**config.mk**
```make
export PLATFORM = sky130hd
export DESIGN_NAME = bank_switch_mapper_with_scanline_irq
export DESIGN_NICKNAME = d
export VERILOG_FILES = /design/src/hw/rtl/bsm_pkg.sv /design/src/hw/rtl/bsm_regs.sv /design/src/hw/rtl/bsm_xlate.sv /design/src/hw/rtl/bank_switch_mapper_with_scanline_irq.sv
export SDC_FILE = /design/constraint.sdc
export NUM_CORES = 1
export LEC_CHECK = 0
export BUFFER_PORTS_ARGS = -buffer_cell sky130_fd_sc_hd__buf_2
export CAP_MARGIN = 20
export CORE_UTILIZATION = 35
export DETAILED_ROUTE_END_ITERATION = 8
export PLACE_DENSITY_LB_ADDON = 0.1
export SLEW_MARGIN = 30
export SYNTH_ARGS = -nofsm -noshare
export SYNTH_HDL_FRONTEND = slang
export SYNTH_SLANG_ARGS = --single-unit
```
**constraint.sdc**
```tcl
create_clock -name clk -period 2.8 [get_ports clk]
set_clock_uncertainty 0.2 [all_clocks]
set_input_delay 0.28 -clock clk [delete_from_list [all_inputs] [get_ports clk]]
set_output_delay 0.28 -clock clk [all_outputs]
set_load 0.05 [all_outputs]
```
**src/hw/rtl/bsm_pkg.sv**
```systemverilog
// Shared types, codes and constants of the bank switch mapper.
package bsm_pkg;

  // Operation codes carried on the input tuser field.
  typedef enum logic [1:0] {
    OP_WRITE = 2'd0,
    OP_PRG   = 2'd1,
    OP_PAT   = 2'd2,
    OP_TICK  = 2'd3
  } op_t;

  // Configuration register indexes.
  typedef enum logic [0:0] {
    CFG_BANK_COUNT   = 1'b0,
    CFG_RESET_MIRROR = 1'b1
  } cfg_idx_t;

  localparam int unsigned ADDR_W   = 16;
  localparam int unsigned DATA_W   = 8;
  localparam int unsigned MAP_W    = 21;
  localparam int unsigned CFG_W    = 8;
  localparam int unsigned IN_TDATA_W  = 24;
  localparam int unsigned OUT_TDATA_W = 24;

  // Register window selects, taken from address bits 15..13.
  localparam logic [2:0] WIN_BANK   = 3'b100;
  localparam logic [2:0] WIN_MIRROR = 3'b101;
  localparam logic [2:0] WIN_IRQ    = 3'b110;
  localparam logic [2:0] WIN_ENABLE = 3'b111;

  // Bank select codes 6 and 7 address the two program banks.
  localparam logic [2:0] SEL_PRG0 = 3'd6;

  // One input item as held in the input stage.
  typedef struct packed {
    op_t                 op;
    logic [ADDR_W-1:0]   addr;
    logic [DATA_W-1:0]   data;
  } item_t;

  // Bank setup seen by the address translator.
  typedef struct packed {
    logic [7:0]       bank_count;
    logic             prg_swap;
    logic             pat_invert;
    logic [5:0][7:0]  pattern_bank;
    logic [1:0][7:0]  program_bank;
  } map_state_t;

  // Status after the current item.
  typedef struct packed {
    logic irq_pending;
    logic mirror_horizontal;
  } status_t;

endpackage

```
**src/hw/rtl/bsm_regs.sv**
```systemverilog
// Mapper register file, mirroring control and scanline interrupt counter.
module bsm_regs (
  input  logic                      clk,
  input  logic                      rst_n,
  input  logic                      cfg_we,
  input  bsm_pkg::cfg_idx_t         cfg_index,
  input  logic [bsm_pkg::CFG_W-1:0] cfg_wdata,
  input  logic                      item_go,
  input  bsm_pkg::item_t            item,
  output bsm_pkg::map_state_t       map_state,
  output bsm_pkg::status_t          status_nxt
);

  logic [7:0]      bank_count_r, bank_count_nxt;
  logic [2:0]      bank_sel_r, bank_sel_nxt;
  logic            prg_swap_r, prg_swap_nxt;
  logic            pat_invert_r, pat_invert_nxt;
  logic [5:0][7:0] pattern_bank_r, pattern_bank_nxt;
  logic [1:0][7:0] program_bank_r, program_bank_nxt;
  logic            mirror_r, mirror_nxt;
  logic [7:0]      latch_r, latch_nxt;
  logic [7:0]      counter_r, counter_nxt;
  logic            irq_en_r, irq_en_nxt;
  logic            irq_flag_r, irq_flag_nxt;
  logic            odd;
  logic [2:0]      win;

  assign odd = item.addr[0];
  assign win = item.addr[15:13];

  // Next state from configuration writes and the current request.
  always_comb begin
    bank_count_nxt   = bank_count_r;
    bank_sel_nxt     = bank_sel_r;
    prg_swap_nxt     = prg_swap_r;
    pat_invert_nxt   = pat_invert_r;
    pattern_bank_nxt = pattern_bank_r;
    program_bank_nxt = program_bank_r;
    mirror_nxt       = mirror_r;
    latch_nxt        = latch_r;
    counter_nxt      = counter_r;
    irq_en_nxt       = irq_en_r;
    irq_flag_nxt     = irq_flag_r;
    if (cfg_we) begin
      unique case (cfg_index)
        bsm_pkg::CFG_BANK_COUNT:   bank_count_nxt = cfg_wdata;
        bsm_pkg::CFG_RESET_MIRROR: mirror_nxt     = cfg_wdata[0];
        default: ;
      endcase
    end
    if (item_go) begin
      unique case (item.op)
        bsm_pkg::OP_WRITE: begin
          unique case (win)
            bsm_pkg::WIN_BANK: begin
              if (!odd) begin
                bank_sel_nxt   = item.data[2:0];
                prg_swap_nxt   = item.data[6];
                pat_invert_nxt = item.data[7];
              end else if (bank_sel_r < bsm_pkg::SEL_PRG0) begin
                pattern_bank_nxt[bank_sel_r] = item.data;
              end else begin
                program_bank_nxt[bank_sel_r[0]] = item.data;
              end
            end
            bsm_pkg::WIN_MIRROR: begin
              if (!odd) mirror_nxt = item.data[0];
            end
            bsm_pkg::WIN_IRQ: begin
              if (!odd) latch_nxt = item.data;
              else      counter_nxt = latch_r;
            end
            bsm_pkg::WIN_ENABLE: begin
              if (!odd) begin
                irq_en_nxt   = 1'b0;
                irq_flag_nxt = 1'b0;
              end else begin
                irq_en_nxt = 1'b1;
              end
            end
            default: ;
          endcase
        end
        bsm_pkg::OP_TICK: begin
          // Reload at zero, otherwise count down; flag when the count lands on zero with interrupts enabled.
          if (counter_r == 8'd0) counter_nxt = latch_r;
          else                   counter_nxt = counter_r - 8'd1;
          if ((counter_nxt == 8'd0) && irq_en_r) irq_flag_nxt = 1'b1;
        end
        default: ;
      endcase
    end
  end

  // State registers.
  always_ff @(posedge clk) begin
    if (!rst_n) begin
      bank_count_r   <= 8'd2;
      bank_sel_r     <= '0;
      prg_swap_r     <= 1'b0;
      pat_invert_r   <= 1'b0;
      pattern_bank_r <= '0;
      program_bank_r <= '0;
      mirror_r       <= 1'b0;
      latch_r        <= '0;
      counter_r      <= '0;
      irq_en_r       <= 1'b0;
      irq_flag_r     <= 1'b0;
    end else begin
      bank_count_r   <= bank_count_nxt;
      bank_sel_r     <= bank_sel_nxt;
      prg_swap_r     <= prg_swap_nxt;
      pat_invert_r   <= pat_invert_nxt;
      pattern_bank_r <= pattern_bank_nxt;
      program_bank_r <= program_bank_nxt;
      mirror_r       <= mirror_nxt;
      latch_r        <= latch_nxt;
      counter_r      <= counter_nxt;
      irq_en_r       <= irq_en_nxt;
      irq_flag_r     <= irq_flag_nxt;
    end
  end

  // Translation uses the setup in force before the current request.
  assign map_state.bank_count   = bank_count_r;
  assign map_state.prg_swap     = prg_swap_r;
  assign map_state.pat_invert   = pat_invert_r;
  assign map_state.pattern_bank = pattern_bank_r;
  assign map_state.program_bank = program_bank_r;

  assign status_nxt.irq_pending       = irq_flag_nxt;
  assign status_nxt.mirror_horizontal = mirror_nxt;

`ifndef ASSERT_OFF
  // The interrupt flag is only raised by a scanline tick.
  a_irq_from_tick: assert property (@(posedge clk) disable iff (!rst_n)
    $rose(irq_flag_r) |-> $past(item_go && (item.op == bsm_pkg::OP_TICK)))
    else $error("irq flag set without a tick");
  // The interrupt flag never rises while interrupts are disabled.
  a_irq_needs_enable: assert property (@(posedge clk) disable iff (!rst_n)
    $rose(irq_flag_r) |-> $past(irq_en_r))
    else $error("irq flag set while disabled");
`endif

endmodule

```
**src/hw/rtl/bsm_xlate.sv**
```systemverilog
// Program and pattern address translation for one request.
module bsm_xlate (
  input  bsm_pkg::item_t                 item,
  input  bsm_pkg::map_state_t            map_state,
  output logic [bsm_pkg::MAP_W-1:0]      mapped_addr,
  output logic                           mapped_valid
);

  logic [7:0] dbl;
  logic [7:0] last_bank;
  logic [7:0] second_last;
  logic [1:0] slot;
  logic [7:0] window_bank;
  logic       p12;
  logic [7:0] wide_bank;
  logic [7:0] small_bank;

  // Fixed banks follow from the 16 KB bank count, wrapped to 8 bits.
  assign dbl         = {map_state.bank_count[6:0], 1'b0};
  assign last_bank   = dbl - 8'd1;
  assign second_last = dbl - 8'd2;

  // Program window select.
  assign slot = item.addr[14:13];
  always_comb begin
    if (slot == 2'd3) begin
      window_bank = last_bank;
    end else if (slot == 2'd1) begin
      window_bank = map_state.program_bank[1];
    end else if ((slot == 2'd0) != map_state.prg_swap) begin
      window_bank = map_state.program_bank[0];
    end else begin
      window_bank = second_last;
    end
  end

  // Pattern window select; inversion swaps the 4 KB halves.
  assign p12        = item.addr[12] ^ map_state.pat_invert;
  assign wide_bank  = map_state.pattern_bank[{2'b00, item.addr[11]}];
  assign small_bank = map_state.pattern_bank[3'd2 + {1'b0, item.addr[11:10]}];

  always_comb begin
    mapped_addr  = '0;
    mapped_valid = 1'b0;
    unique case (item.op)
      bsm_pkg::OP_PRG: begin
        if (item.addr[15]) begin
          mapped_addr  = {window_bank, item.addr[12:0]};
          mapped_valid = 1'b1;
        end
      end
      bsm_pkg::OP_PAT: begin
        if (item.addr[15:13] == 3'b000) begin
          if (!p12) mapped_addr = {3'b000, wide_bank[7:1], item.addr[10:0]};
          else      mapped_addr = {3'b000, small_bank, item.addr[9:0]};
          mapped_valid = 1'b1;
        end
      end
      default: ;
    endcase
  end

endmodule

```
**src/hw/rtl/bank_switch_mapper_with_scanline_irq.sv**
```systemverilog
// Top level of the bank switch mapper with scanline interrupt counter.
//
// Usage: each request on the in_ stream carries an operation in in_tuser
// (register write, program map, pattern map or scanline tick), and the bus
// address and write byte in in_tdata. Every request yields exactly one
// response on the out_ stream with the translated ROM offset, a hit flag in
// out_tuser, the interrupt request line and the current mirroring.
// A request is registered in the input register, then translation and state
// update load the output register. Throughput is one request per clock while
// the receiver does not stall; the single-pass logic between the two registers
// sets that figure. When the receiver stalls the output register holds its
// response, the input register keeps one more request, and in_tready falls
// once both are full.
// The cfg_ port writes the bank count and the reset mirroring; the user must
// use it only while no request is in flight, and the block itself does not
// enforce this. A synchronous reset on rst_n empties both stages and returns
// all mapper state to its reset values (bank count two, vertical mirroring,
// interrupts off).
module bank_switch_mapper_with_scanline_irq (
  input  logic                            clk,
  input  logic                            rst_n,
  // Configuration write port.
  input  logic                            cfg_we,
  input  logic [0:0]                      cfg_index,
  input  logic [bsm_pkg::CFG_W-1:0]       cfg_wdata,
  // Request stream.
  input  logic                            in_tvalid,
  output logic                            in_tready,
  input  logic [bsm_pkg::IN_TDATA_W-1:0]  in_tdata,   // addr[15:0], data[23:16]
  input  logic [1:0]                      in_tuser,   // op[1:0]
  // Response stream.
  output logic                            out_tvalid,
  input  logic                            out_tready,
  output logic [bsm_pkg::OUT_TDATA_W-1:0] out_tdata,  // mapped_addr[20:0],
                                                      // irq_pending[21],
                                                      // mirror_horizontal[22],
                                                      // zero[23]
  output logic [0:0]                      out_tuser   // mapped_valid[0]
);

  bsm_pkg::item_t       s1_item_r;
  logic                 s1_valid_r, s1_valid_nxt;
  logic                 out_free;
  logic                 s1_go;
  logic                 in_go;
  bsm_pkg::map_state_t  map_state;
  bsm_pkg::status_t     status_nxt;
  logic [bsm_pkg::MAP_W-1:0] mapped_addr;
  logic                 mapped_valid;
  logic [bsm_pkg::MAP_W-1:0] out_addr_r;
  logic                 out_hit_r;
  logic                 out_irq_r;
  logic                 out_mirror_r;
  logic                 out_valid_r, out_valid_nxt;

  // Handshake control of the two stages.
  assign out_free  = !out_valid_r || out_tready;
  assign s1_go     = s1_valid_r && out_free;
  assign in_tready = !s1_valid_r || out_free;
  assign in_go     = in_tvalid && in_tready;

  assign s1_valid_nxt  = in_go || (s1_valid_r && !out_free);
  assign out_valid_nxt = s1_go || (out_valid_r && !out_tready);

  always_ff @(posedge clk) begin
    if (!rst_n) begin
      s1_valid_r  <= 1'b0;
      out_valid_r <= 1'b0;
    end else begin
      s1_valid_r  <= s1_valid_nxt;
      out_valid_r <= out_valid_nxt;
    end
  end

  // Input register.
  always_ff @(posedge clk) begin
    if (in_go) begin
      s1_item_r.op   <= bsm_pkg::op_t'(in_tuser);
      s1_item_r.addr <= in_tdata[15:0];
      s1_item_r.data <= in_tdata[23:16];
    end
  end

  bsm_regs u_regs (
    .clk        (clk),
    .rst_n      (rst_n),
    .cfg_we     (cfg_we),
    .cfg_index  (bsm_pkg::cfg_idx_t'(cfg_index)),
    .cfg_wdata  (cfg_wdata),
    .item_go    (s1_go),
    .item       (s1_item_r),
    .map_state  (map_state),
    .status_nxt (status_nxt)
  );

  bsm_xlate u_xlate (
    .item         (s1_item_r),
    .map_state    (map_state),
    .mapped_addr  (mapped_addr),
    .mapped_valid (mapped_valid)
  );

  // Output register.
  always_ff @(posedge clk) begin
    if (s1_go) begin
      out_addr_r   <= mapped_addr;
      out_hit_r    <= mapped_valid;
      out_irq_r    <= status_nxt.irq_pending;
      out_mirror_r <= status_nxt.mirror_horizontal;
    end
  end

  assign out_tvalid = out_valid_r;
  assign out_tdata  = {1'b0, out_mirror_r, out_irq_r, out_addr_r};
  assign out_tuser  = out_hit_r;

`ifndef ASSERT_OFF
  // A miss or a non-map response carries a zero offset.
  a_miss_zero: assert property (@(posedge clk) disable iff (!rst_n)
    (out_valid_r && !out_hit_r) |-> (out_addr_r == '0))
    else $error("nonzero offset on a miss");
  // A request held in the input stage stays there while the output is blocked.
  a_s1_hold: assert property (@(posedge clk) disable iff (!rst_n)
    (s1_valid_r && !out_free) |=> (s1_valid_r && $stable(s1_item_r)))
    else $error("input stage lost a request");
  // An empty input stage always takes a request.
  a_ready_empty: assert property (@(posedge clk) disable iff (!rst_n)
    !s1_valid_r |-> in_tready)
    else $error("ready low with empty input stage");
  // A request that advances always lands in the output register.
  a_advance: assert property (@(posedge clk) disable iff (!rst_n)
    s1_go |=> out_valid_r)
    else $error("advanced request not presented");
`endif

endmodule

```
==> metrics.cfg, run 1 <==
[status]
outcome = complete, but fails checks
violations = DRC

[finish]
drive_above_1_share = 0.200
antenna_cells = 0
syn2layout_area_growth_pct = 24.0
nFillCells = 1685
post_route_standard_cell_area_excluding_fillers_um2 = 8050
final_nets = 754

[route]
dr_total_vias = 4734
detail_route.iter0.violations = 221
ant_nets = 0
first_pass_drt_iterations = 6
post_drt_wl_per_cell_um = 17.1
route.detailed.vias_per_inst = 4.99
remaining_drc_errors = 6
wirelength_um = 16200

[synth]
synth.lib_cells_used.distinct = 62
seq_area_frac_synth = 0.524
synth.avg_cell_area_um2 = 10.6
mapped_cell_area_um2 = 6490
yosys_warnings = 0
fraction_of_synthesized_cell_area_taken_by_the_top_area_cell_type = 0.293
synth_most_common_cell = sky130_fd_sc_hd__nor2_1
synth_enable_flop_cells = 50
asyncSetResetFlopFracSynth = 0
ys_seq_elements = 145
synth_top_cells_by_area = sky130_fd_sc_hd__dfxtp_1, sky130_fd_sc_hd__edfxtp_1, sky130_fd_sc_hd__mux2i_1
post_synth_most_frequent_cells = sky130_fd_sc_hd__nor2_1, sky130_fd_sc_hd__dfxtp_1, sky130_fd_sc_hd__mux2i_1
post_syn_instances = 615
synthesized_nets = 662
synth_largest_area_cell = sky130_fd_sc_hd__dfxtp_1
synth_ff_type = sky130_fd_sc_hd__dfxtp_1

[min_path]
worstHoldPathCells = 4
hold_path.class = primary input to register
hold_start = cfg_index
holdPathEnd = u_regs.bank_count_r[3]

[floorplanning]
die_h_um = 138
placementRows = 49
placeableCoreArea_um2 = 18100
num_io_pins = 67
floorplan.initialDensity = 0.359
design.die.area_um2 = 19100
die_w_um = 138

[power]
switching_share = 0.253
power_leakage_uw = 0.00326
pwr_density_cell_nw_per_um2 = 618
p_int_uw = 3710
combPwrFrac = 0.074
irDropWorstVdd_v = 0.000517
seq_power_share = 0.460
netSwitchingPower_uw = 1260
clock_network_fraction_of_design_power = 0.466

[grt]
grt_util_all_layers = 0.179
globalRouteOverflowTotal = 0
pin_count_of_the_biggest_net_entering_global_routing = 65
grt_pass1_vias = 4877
grt_first_pass_wirelength_um = 26400
grt_antenna_before_repair = 0

[clocking]
number_of_buffers_inserted_during_clock_tree_synthesis = 17
clkTransAtPathRegs_ns = 0.06
tritoncts = built
clkSinkCount = 145
ctsRootBufferMaster = sky130_fd_sc_hd__clkbuf_16
worstSkewPairLatency_ns = 0.43
cts_max_path_buffers = 2
clock_tree.htree_level_count = 4
cts_repair_resize_count = 0

[critical_path]
timing.critical_path.fanout_max = 8
critical_path.startpoint_type = register
setup.worst_path.class = register to register
worst_ep_arrival_time_ns = 2.66
critical_path.reg2reg.startpoint = s1_item_r[24]
reg2reg_depth = 8
critical_path_sink_type = register
worst-r2r-setup-slack_ns = 0.25
critPathRequiredTime_ns = 2.91
reg2reg_to = u_regs.map_state[48]

[sta]
tightestPinTransition_ns = 0.799
maxSlewHeadroom = 0.466
setup_viol_count_final = 0
final_period_minus_worst_setup_slack_ns = 2.55
final_report_max_slew_violation_count = 0
final-hold-violation-count = 0
totalNegativeSetupSlack_ns = 0
share_of_the_cycle_needed_by_the_critical_path_after_routing = 0.912
grt_setup_unrepaired = no
max_freq_mhz = 391

[placement]
hpwl_um = 10900
buffer_ports.inserted = 64
placedInstanceArea_um2 = 7080
gpl.final_weighted_congestion = 0.787

[flow_run]
maxCapViolations = 0

-- power groups by stage --
stage	Sequential [µW]	Combinational, µW	Clock, µW
2_1_floorplan	2360	177	0
3_3_place_gp	2330	326	0
3_5_place_dp	2330	329	0
4_1_cts	2290	371	2390
5_1_grt	2290	399	2450
6_report	2290	367	2320
-- how the worst max path moves through the flow --
stage	startpoint	endpoint	slack, ns	cells past startpoint
final	s1_item_r[24]	u_regs.map_state[48]	0.25	8
after global routing	u_regs.counter_r[1]	out_irq_r	0.05	7
after CTS	s1_item_r[24]	u_regs.map_state[48]	0.23	8
after global placement	u_regs.counter_r[1]	out_irq_r	0.31	7
after floorplan	u_regs.counter_r[0]	u_regs.counter_r[3]	0.32	9
after detailed placement	u_regs.counter_r[1]	out_irq_r	0.26	7
-- layer usage --
layer	up-vias	wire, µm	GRT usage
met1	2271	8000	0.237
met4	0	209	0.0603
li1	2362	-	-
met3	12	402	0.0353
met2	89	7570	0.294
met5	-	0	0
-- metrics by stage --
stage / util / power [µW] / worst slack (ns) / cells / hold slack [ns]
2_1_floorplan: - / 2540 / 0.319 / 615 / 0.169
3_3_place_gp: 0.391 / 2660 / 0.310 / 880 / 0.257
3_5_place_dp: 0.391 / 2660 / 0.260 / 880 / 0.258
4_1_cts: 0.445 / 5050 / 0.234 / 949 / 0.156
5_1_grt: 0.445 / 5140 / 0.0543 / 949 / 0.209
6_report: 0.445 / 4970 / 0.245 / 949 / 0.173
-- sequential cells by signal, summed over array words and instances (netlist names), 3 cells and up --
name                 count
out_addr_r              21
s1_item_r               26
u_regs.bank_count_r      7
u_regs.bank_sel_r        3
u_regs.counter_r         8
u_regs.latch_r           8
u_regs.map_state        62
-- final cells by class --
type / count / area (µm²) / share of cell area
clock inverter: 15 / 175 / 0.0218
sequential: 145 / 3400 / 0.423
timing repair buffer: 124 / 876 / 0.109
multi-input combinational: 407 / 2840 / 0.353
clock buffer: 17 / 425 / 0.0529
tap: 229 / 287 / 0.0356
inverter: 12 / 45.0 / 0.00560
-- critical path, stage by stage, from the launching register on --
cell	delay (ns)
sky130_fd_sc_hd__edfxtp_1	0.42
sky130_fd_sc_hd__inv_1	0.11
sky130_fd_sc_hd__ha_1	0.26
sky130_fd_sc_hd__and2_1	0.24
sky130_fd_sc_hd__nand4_1	0.31
sky130_fd_sc_hd__nor4b_2	0.36
sky130_fd_sc_hd__buf_4	0.26
sky130_fd_sc_hd__mux2i_1	0.22
sky130_fd_sc_hd__nor2_1	0.05
-- layout by cell type (no fill, tap or decap), drive strengths merged, types with 5 or more instances in the layout --
| cell type | netlist | routed |
|---|---|---|
| mux2i | 93 | 93 |
| nor2b | 15 | 15 |
| and2 | 5 | 5 |
| edfxtp | 50 | 50 |
| nand2b | 8 | 8 |
| clkinvlp | 0 | 5 |
| o211ai | 6 | 6 |
| a21boi | 6 | 6 |
| nor2 | 104 | 104 |
| dfxtp | 95 | 95 |
| nor3 | 9 | 9 |
| dlygate4sd3 | 0 | 37 |
| nand2 | 28 | 28 |
| a21oi | 20 | 20 |
| nand3 | 6 | 6 |
| mux4 | 7 | 7 |
| ha | 7 | 7 |
| o21ai | 23 | 23 |
| clkbuf | 38 | 17 |
| buf | 13 | 87 |
| inv | 12 | 19 |
-- what timing repair did --
action / 4_1_cts / 5_1_grt
endpoints found under the setup margin: 0 / 0
endpoints found under the hold margin: 39 / 0
hold buffers: 37 / 0
buffers inserted: 0 / 0
-- logic make-up (layout without fill, tap and decap cells) --
| family | count (synthesis) | count (layout) | share of synthesized area |
|---|---|---|---|
| muxes | 100 | 100 | 0.168 |
| xor gates and xnor gates | 7 | 7 | 0.00945 |
| DFF | 145 | 145 | 0.524 |
| buffers and inverters | 63 | 168 | 0.0407 |
| other | 1 | 1 | 0.000578 |
| and+or+nand+nor | 203 | 203 | 0.152 |
| adders and majority gates | 7 | 7 | 0.0135 |
| AOI/OAI and AO/OA | 89 | 89 | 0.0921 |
(Power assumes the default switching activity.)
==> inputs of run 2 (changes only) <==
--- a/config.mk
+++ b/config.mk
@@ -7,7 +7,7 @@
 export LEC_CHECK = 0
 export BUFFER_PORTS_ARGS = -buffer_cell sky130_fd_sc_hd__buf_2
 export CAP_MARGIN = 20
-export CORE_UTILIZATION = 35
+export CORE_UTILIZATION = 59
 export DETAILED_ROUTE_END_ITERATION = 8
 export PLACE_DENSITY_LB_ADDON = 0.1
 export SLEW_MARGIN = 30
==> run 2 against run 1 <==
Against the previous run:
- the flow now finishes without violations
- critical path depth decreased by 1
- non-clock buffer count decreased by 2
- sequential power about the same
- die area decreased by 40%
- global-route usage up 11 points
- setup slack worse by 0.013 ns
- combinational power shrank 1%
- largest cell class unchanged
- total power shrank 1.8%
- first-iteration DRC count up 37%
- sequential share of layout area increased by 0.76 points
==> metrics.cfg, run 2 (synthesized netlist as in run 1, its figures left out) <==
[clocking]
clkTransAtPathRegs_ns = 0.06  ; about the same
clock_tree.htree_level_count = 4  ; unchanged
tritoncts = built  ; unchanged
cts_repair_resize_count = 0  ; unchanged
clkSinkCount = 145  ; unchanged
cts_max_path_buffers = 2  ; unchanged
number_of_buffers_inserted_during_clock_tree_synthesis = 17  ; unchanged
worstSkewPairLatency_ns = 0.53  ; was 0.43 ns
ctsRootBufferMaster = sky130_fd_sc_hd__clkbuf_8  ; was sky130_fd_sc_hd__clkbuf_16

[sta]
final_period_minus_worst_setup_slack_ns = 2.57  ; was 2.55 ns
tightestPinTransition_ns = 0.934  ; was 0.799 ns
final-hold-violation-count = 0  ; unchanged
final_report_max_slew_violation_count = 0  ; unchanged
totalNegativeSetupSlack_ns = 0  ; unchanged
final.hold.worst_slack_ns = 0.0596  ; was 0.173 ns
maxSlewHeadroom = 0.375  ; was 0.466
share_of_the_cycle_needed_by_the_critical_path_after_routing = 0.917  ; was 0.912
max_freq_mhz = 389  ; was 391 MHz
setup_viol_count_final = 0  ; unchanged
grt_setup_unrepaired = no  ; unchanged

[power]
p_int_uw = 3730  ; was 3710 µW
power_leakage_uw = 0.00325  ; was 0.00326 µW
clock_network_fraction_of_design_power = 0.456  ; was 0.466
netSwitchingPower_uw = 1150  ; was 1260 µW
irDropWorstVdd_v = 0.000665  ; was 0.000517 V
seq_power_share = 0.469  ; was 0.460
switching_share = 0.237  ; was 0.253
pwr_density_cell_nw_per_um2 = 617  ; was 618 nW/µm²
combPwrFrac = 0.074  ; about the same

[min_path]
holdPathEnd = u_regs.bank_count_r[6]  ; was u_regs.bank_count_r[3]
hold_start = cfg_index  ; unchanged
worstHoldPathCells = 4  ; unchanged
hold_path.class = primary input to register  ; unchanged

[placement]
hpwl_um = 9500  ; was 10900 µm
buffer_ports.inserted = 64  ; unchanged
gpl.final_weighted_congestion = 0.893  ; was 0.787
dp.cells = 784  ; was 880
placedInstanceArea_um2 = 6940  ; was 7080 µm²

[route]
remaining_drc_errors = 0  ; was 6
wirelength_um = 15500  ; was 16200 µm
first_pass_drt_iterations = 5  ; was 6
route.detailed.vias_per_inst = 5.76  ; was 4.99
post_drt_wl_per_cell_um = 18.1  ; was 17.1 µm
detail_route.iter0.violations = 302  ; was 221
dr_total_vias = 4919  ; was 4734
ant_nets = 0  ; unchanged

[finish]
seqCellArea_um2 = 3400  ; unchanged
drive_above_1_share = 0.191  ; was 0.200
largest_register_ff_count = 62  ; unchanged
mostFrequentLayoutCells = sky130_fd_sc_hd__nor2_1, sky130_fd_sc_hd__dfxtp_1, sky130_fd_sc_hd__mux2i_1  ; unchanged
final_nets = 752  ; was 754
finalNonFillerCells = 854  ; was 949
final_common_cell = sky130_fd_sc_hd__nor2_1  ; unchanged
area_taken_by_multi_input_logic_gates_um2 = 2840  ; about the same
antenna_cells = 0  ; unchanged
post_route_standard_cell_area_excluding_fillers_um2 = 7910  ; was 8050 µm²
syn2layout_area_growth_pct = 21.8  ; was 24.0%
nFillCells = 677  ; was 1685

[floorplanning]
placeableCoreArea_um2 = 10500  ; was 18100 µm²
floorplan.initialDensity = 0.618  ; was 0.359
num_io_pins = 67  ; unchanged
die_w_um = 107  ; was 138 µm
design.die.area_um2 = 11400  ; was 19100 µm²
die_h_um = 107  ; was 138 µm
placementRows = 37  ; was 49

[critical_path]
critical_path.reg2reg.startpoint = u_regs.counter_r[0]  ; was s1_item_r[24]
timing.critical_path.fanout_max = 9  ; was 8
critical_path_sink_type = register  ; unchanged
critical_path.startpoint_type = register  ; unchanged
reg2reg_depth = 7  ; was 8
critPathRequiredTime_ns = 2.96  ; was 2.91 ns
reg2reg_to = out_irq_r  ; was u_regs.map_state[48]
worst_ep_arrival_time_ns = 2.72  ; was 2.66 ns
worst-r2r-setup-slack_ns = 0.23  ; was 0.25 ns
setup.worst_path.class = register to register  ; unchanged

[grt]
pin_count_of_the_biggest_net_entering_global_routing = 68  ; was 65
globalRouteOverflowTotal = 0  ; unchanged
grt_antenna_before_repair = 0  ; unchanged
grt_first_pass_wirelength_um = 24500  ; was 26400 µm
grt_util_all_layers = 0.287  ; was 0.179
grt_pass1_vias = 4978  ; was 4877

[status]
outcome = complete, no violations  ; was complete, but fails checks

[flow_run]
maxCapViolations = 0  ; unchanged

[run 2: worst max path at each step]
stage	startpoint	end	slack, ns	cells after the start
CTS	u_regs.counter_r[0]	out_irq_r	0.24	7
global placement	u_regs.counter_r[0]	out_irq_r	0.33	7
finish	u_regs.counter_r[0]	out_irq_r	0.23	7
detailed placement	u_regs.counter_r[0]	out_irq_r	0.25	7
global route	u_regs.counter_r[0]	u_regs.counter_r[3]	0.09	7
floorplan	u_regs.counter_r[0]	u_regs.counter_r[3]	0.32	9
[run 2: power groups by stage]
stage / Sequential, µW / Clock, µW / Combinational [µW]
finish: 2290 / 2230 / 363
global route: 2290 / 2350 / 388
CTS: 2290 / 2250 / 357
detailed placement: 2330 / 0 / 315
global placement: 2330 / 0 / 309
floorplan: 2360 / 0 / 177
[run 2: routing by layer]
layer	wire, µm	GRT usage	vias to the layer above	part of all wire
li1	-	-	2358	-
met1	6430	0.344	2345	0.41
met2	7660	0.476	182	0.49
met4	488	0.153	0	0.032
met5	0	0	-	0
met3	911	0.0705	34	0.059
[run 2: layout make-up]
type | count | share of cell area
flip-flops and latches | 145 | 0.430
clock buffers | 22 | 0.0587
multi-input cells | 407 | 0.359
clock inverters | 10 | 0.0157
well taps | 136 | 0.0215
inverters | 12 | 0.00570
repair buffers | 122 | 0.109
[run 2: critical path, stage by stage, from the launching register on]
cell and delay [ns]:
sky130_fd_sc_hd__dfxtp_1 0.40, sky130_fd_sc_hd__inv_1 0.12, sky130_fd_sc_hd__ha_1 0.21, sky130_fd_sc_hd__or3b_2 0.54
sky130_fd_sc_hd__o221a_2 0.28, sky130_fd_sc_hd__o32ai_1 0.28, sky130_fd_sc_hd__nand3_1 0.15, sky130_fd_sc_hd__o31ai_1 0.21
[run 2: timing repair]
action	4_1_cts	5_1_grt
hold endpoints to repair	40	0
hold buffers	38	0
buffers inserted	0	0
[run 2: metrics by stage]
stage	setup slack, ns	utilization	total power (µW)
after global placement	0.328	0.660	2640
final	0.233	0.752	4880
after detailed placement	0.246	0.660	2650
after global routing	0.0948	0.752	5030
after CTS	0.243	0.752	4900
after floorplan	0.319	-	2540
==> inputs of run 3 (changes only) <==
--- a/config.mk
+++ b/config.mk
@@ -7,7 +7,7 @@
 export LEC_CHECK = 0
 export BUFFER_PORTS_ARGS = -buffer_cell sky130_fd_sc_hd__buf_2
 export CAP_MARGIN = 20
-export CORE_UTILIZATION = 59
+export CORE_UTILIZATION = 53
 export DETAILED_ROUTE_END_ITERATION = 8
 export PLACE_DENSITY_LB_ADDON = 0.1
 export SLEW_MARGIN = 30
==> constraint.sdc (replaced) <==
create_clock -name clk -period 2.1 [get_ports clk]
set_clock_uncertainty 0.2 [all_clocks]
set_input_delay 0.21 -clock clk [delete_from_list [all_inputs] [get_ports clk]]
set_output_delay 0.21 -clock clk [all_outputs]
set_load 0.05 [all_outputs]
==> run 3 against run 2 <==
Against the previous run:
- the flow now finishes with violations (setup timing)
- core utilization down 5.6 points
- wire length up 2.2%
- total power up 33%
- clock power up 29%
- highest routed layer unchanged
- critical path depth up 1
- sequential power up 33%
- combinational power up 53%
- count of clock-buffer cells in the layout down 4
- die area up 11%
==> metrics.cfg, run 3 (synthesized netlist as in run 1, its figures left out) <==
[power]
power_leakage_uw = 0.00343  ; was 0.00325 µW
irDropWorstVdd_v = 0.000579  ; was 0.000665 V
pwr_density_cell_nw_per_um2 = 777  ; was 617 nW/µm²
power.total_uw = 6470  ; was 4880 µW

[clocking]
clkTransAtPathRegs_ns = 0.06  ; about the same
clkSinkCount = 145  ; unchanged
clock_tree.htree_level_count = 4  ; unchanged
ctsRootBufferMaster = sky130_fd_sc_hd__clkbuf_16  ; was sky130_fd_sc_hd__clkbuf_8
worstSkewPairLatency_ns = 0.42  ; was 0.53 ns
tritoncts = built  ; unchanged
number_of_buffers_inserted_during_clock_tree_synthesis = 17  ; unchanged
cts_max_path_buffers = 2  ; unchanged

[placement]
gpl.final_weighted_congestion = 0.905  ; was 0.893
dpl_worst_slack_ns = -0.0635  ; was 0.246 ns
hpwl_um = 10600  ; was 9500 µm
buffer_ports.inserted = 64  ; unchanged

[floorplanning]
placementRows = 40  ; was 37
die_w_um = 113  ; was 107 µm
placeableCoreArea_um2 = 12000  ; was 10500 µm²
floorplan.initialDensity = 0.543  ; was 0.618
die_h_um = 113  ; was 107 µm
design.die.area_um2 = 12700  ; was 11400 µm²
num_io_pins = 67  ; unchanged

[route]
route.detailed.vias_per_inst = 5.56  ; was 5.76
first_pass_drt_iterations = 5  ; unchanged
detail_route.iter0.violations = 282  ; was 302
wirelength_um = 15800  ; was 15500 µm
dr_total_vias = 5019  ; was 4919
ant_nets = 0  ; unchanged
post_drt_wl_per_cell_um = 17.5  ; was 18.1 µm
remaining_drc_errors = 0  ; unchanged

[grt]
grt_pass1_vias = 5009  ; was 4978
grt_antenna_before_repair = 0  ; unchanged
grt_util_all_layers = 0.266  ; was 0.287
pin_count_of_the_biggest_net_entering_global_routing = 32  ; was 68
globalRouteOverflowTotal = 0  ; unchanged
grt_first_pass_wirelength_um = 25300  ; was 24500 µm

[finish]
largest_register_ff_count = 62  ; unchanged
drive_above_1_share = 0.261  ; was 0.191
nFillCells = 867  ; was 677
syn2layout_area_growth_pct = 28.3  ; was 21.8%
final_nets = 789  ; was 752
antenna_cells = 0  ; unchanged
mostFrequentLayoutCells = sky130_fd_sc_hd__nor2_1, sky130_fd_sc_hd__mux2i_1, sky130_fd_sc_hd__dfxtp_1  ; was sky130_fd_sc_hd__nor2_1, sky130_fd_sc_hd__dfxtp_1, sky130_fd_sc_hd__mux2i_1
final_common_cell = sky130_fd_sc_hd__nor2_1  ; unchanged

[sta]
max_freq_mhz = 475  ; was 389 MHz
finalWorstSetupSlack_ns = -0.00343  ; was 0.233 ns
final_report_max_slew_violation_count = 0  ; unchanged
grt_setup_unrepaired = yes  ; was no
setup_viol_count_final = 3  ; was 0
final_period_minus_worst_setup_slack_ns = 2.10  ; was 2.57 ns
totalNegativeSetupSlack_ns = -0.00571  ; was 0 ns
maxSlewHeadroom = 0.617  ; was 0.375
share_of_the_cycle_needed_by_the_critical_path_after_routing = 1.00  ; was 0.917
final-hold-violation-count = 0  ; unchanged
tightestPinTransition_ns = 0.574  ; was 0.934 ns

[min_path]
hold_start = cfg_we  ; was cfg_index
hold_path.class = primary input to register  ; unchanged
holdPathEnd = out_mirror_r  ; was u_regs.bank_count_r[6]
worstHoldPathCells = 4  ; unchanged

[status]
violations = setup timing
outcome = complete, but fails checks  ; was complete, no violations

[critical_path]
worst-r2r-setup-slack_ns = -0.003  ; was 0.23 ns
worst_ep_arrival_time_ns = 2.20  ; was 2.72 ns
timing.critical_path.fanout_max = 8  ; was 9
critical_path_sink_type = register  ; unchanged
reg2reg_depth = 8  ; was 7
critical_path.startpoint_type = register  ; unchanged
critical_path.reg2reg.startpoint = s1_item_r[24]  ; was u_regs.counter_r[0]
critPathRequiredTime_ns = 2.20  ; was 2.96 ns
setup.worst_path.class = register to register  ; unchanged
reg2reg_to = u_regs.map_state[39]  ; was out_irq_r

[flow_run]
maxCapViolations = 0  ; unchanged

-- run 3: cell types whose count changed in the layout (fill, tap and decap cells not counted), moves of 3 or more --
cell and change:
sky130_fd_sc_hd__buf_4 +33, sky130_fd_sc_hd__inv_1 -5, sky130_fd_sc_hd__ha_1 -4, sky130_fd_sc_hd__o21ai_0 -4
sky130_fd_sc_hd__o21ai_1 +4, sky130_fd_sc_hd__buf_12 +3, sky130_fd_sc_hd__dfxtp_1 -3, sky130_fd_sc_hd__ha_4 +3
sky130_fd_sc_hd__inv_2 +3
-- run 3: where the power goes --
group	switching (µW)	total (µW)	internal (µW)
sequential	61.5	3040	2970
combinational	325	555	230
clock	1230	2880	1650
-- run 3: routing by layer --
metal  share of wire  up-vias  track usage
li1                -     2434            -
met1            0.43     2424        0.324
met2            0.51      139        0.455
met3           0.043       22       0.0616
met4           0.020        0        0.108
met5               0        -            0
-- run 3: worst max-delay path by stage --
stage	start	end	slack, ns	cells past startpoint
after floorplan	u_regs.counter_r[1]	u_regs.counter_r[3]	-0.13	8
after global placement	u_regs.counter_r[1]	out_irq_r	-0.07	7
after detailed placement	u_regs.counter_r[1]	out_irq_r	-0.06	7
after CTS	s1_item_r[24]	u_regs.map_state[37]	-0.003	8
after global routing	s1_item_r[25]	u_regs.map_state[37]	-0.11	8
final	s1_item_r[24]	u_regs.map_state[39]	-0.003	8
-- run 3: critical path, stage by stage, from the launching register on --
cell and delay (ns):
sky130_fd_sc_hd__edfxtp_1 0.40, sky130_fd_sc_hd__inv_2 0.10, sky130_fd_sc_hd__ha_4 0.13, sky130_fd_sc_hd__and2_4 0.15, sky130_fd_sc_hd__nand4_1 0.19, sky130_fd_sc_hd__nor4b_2 0.29, sky130_fd_sc_hd__buf_4 0.25, sky130_fd_sc_hd__mux2i_1 0.20
sky130_fd_sc_hd__nor2_1 0.08
-- run 3: area by class of cell --
cell class,count,area [µm²],share of cell area
tap,147,184,0.0221
sequential,145,3410,0.409
inverter,12,51.3,0.00616
clock inverter,14,130,0.0156
multi-input combinational,407,2940,0.353
clock buffer,18,429,0.0515
timing repair buffer,159,1180,0.142
-- run 3: per-stage QoR --
step                hold WS [ns]  utilization  instances  instance area [µm²]
global route               0.130        0.696        902                 8330
global placement           0.187        0.610        829                 7300
CTS                        0.104        0.691        899                 8270
floorplan                 0.0989            -        615                 6590
finish                     0.112        0.696        902                 8330
detailed placement         0.188        0.610        829                 7300
-- run 3: what timing repair did --
item                                    4_1_cts  5_1_grt
gates resized for setup                       9       14
endpoints found under the setup margin       35       43
setup buffers                                 1        3
hold buffers                                 37        0
pin swaps                                     2        9
endpoints found under the hold margin        40        0
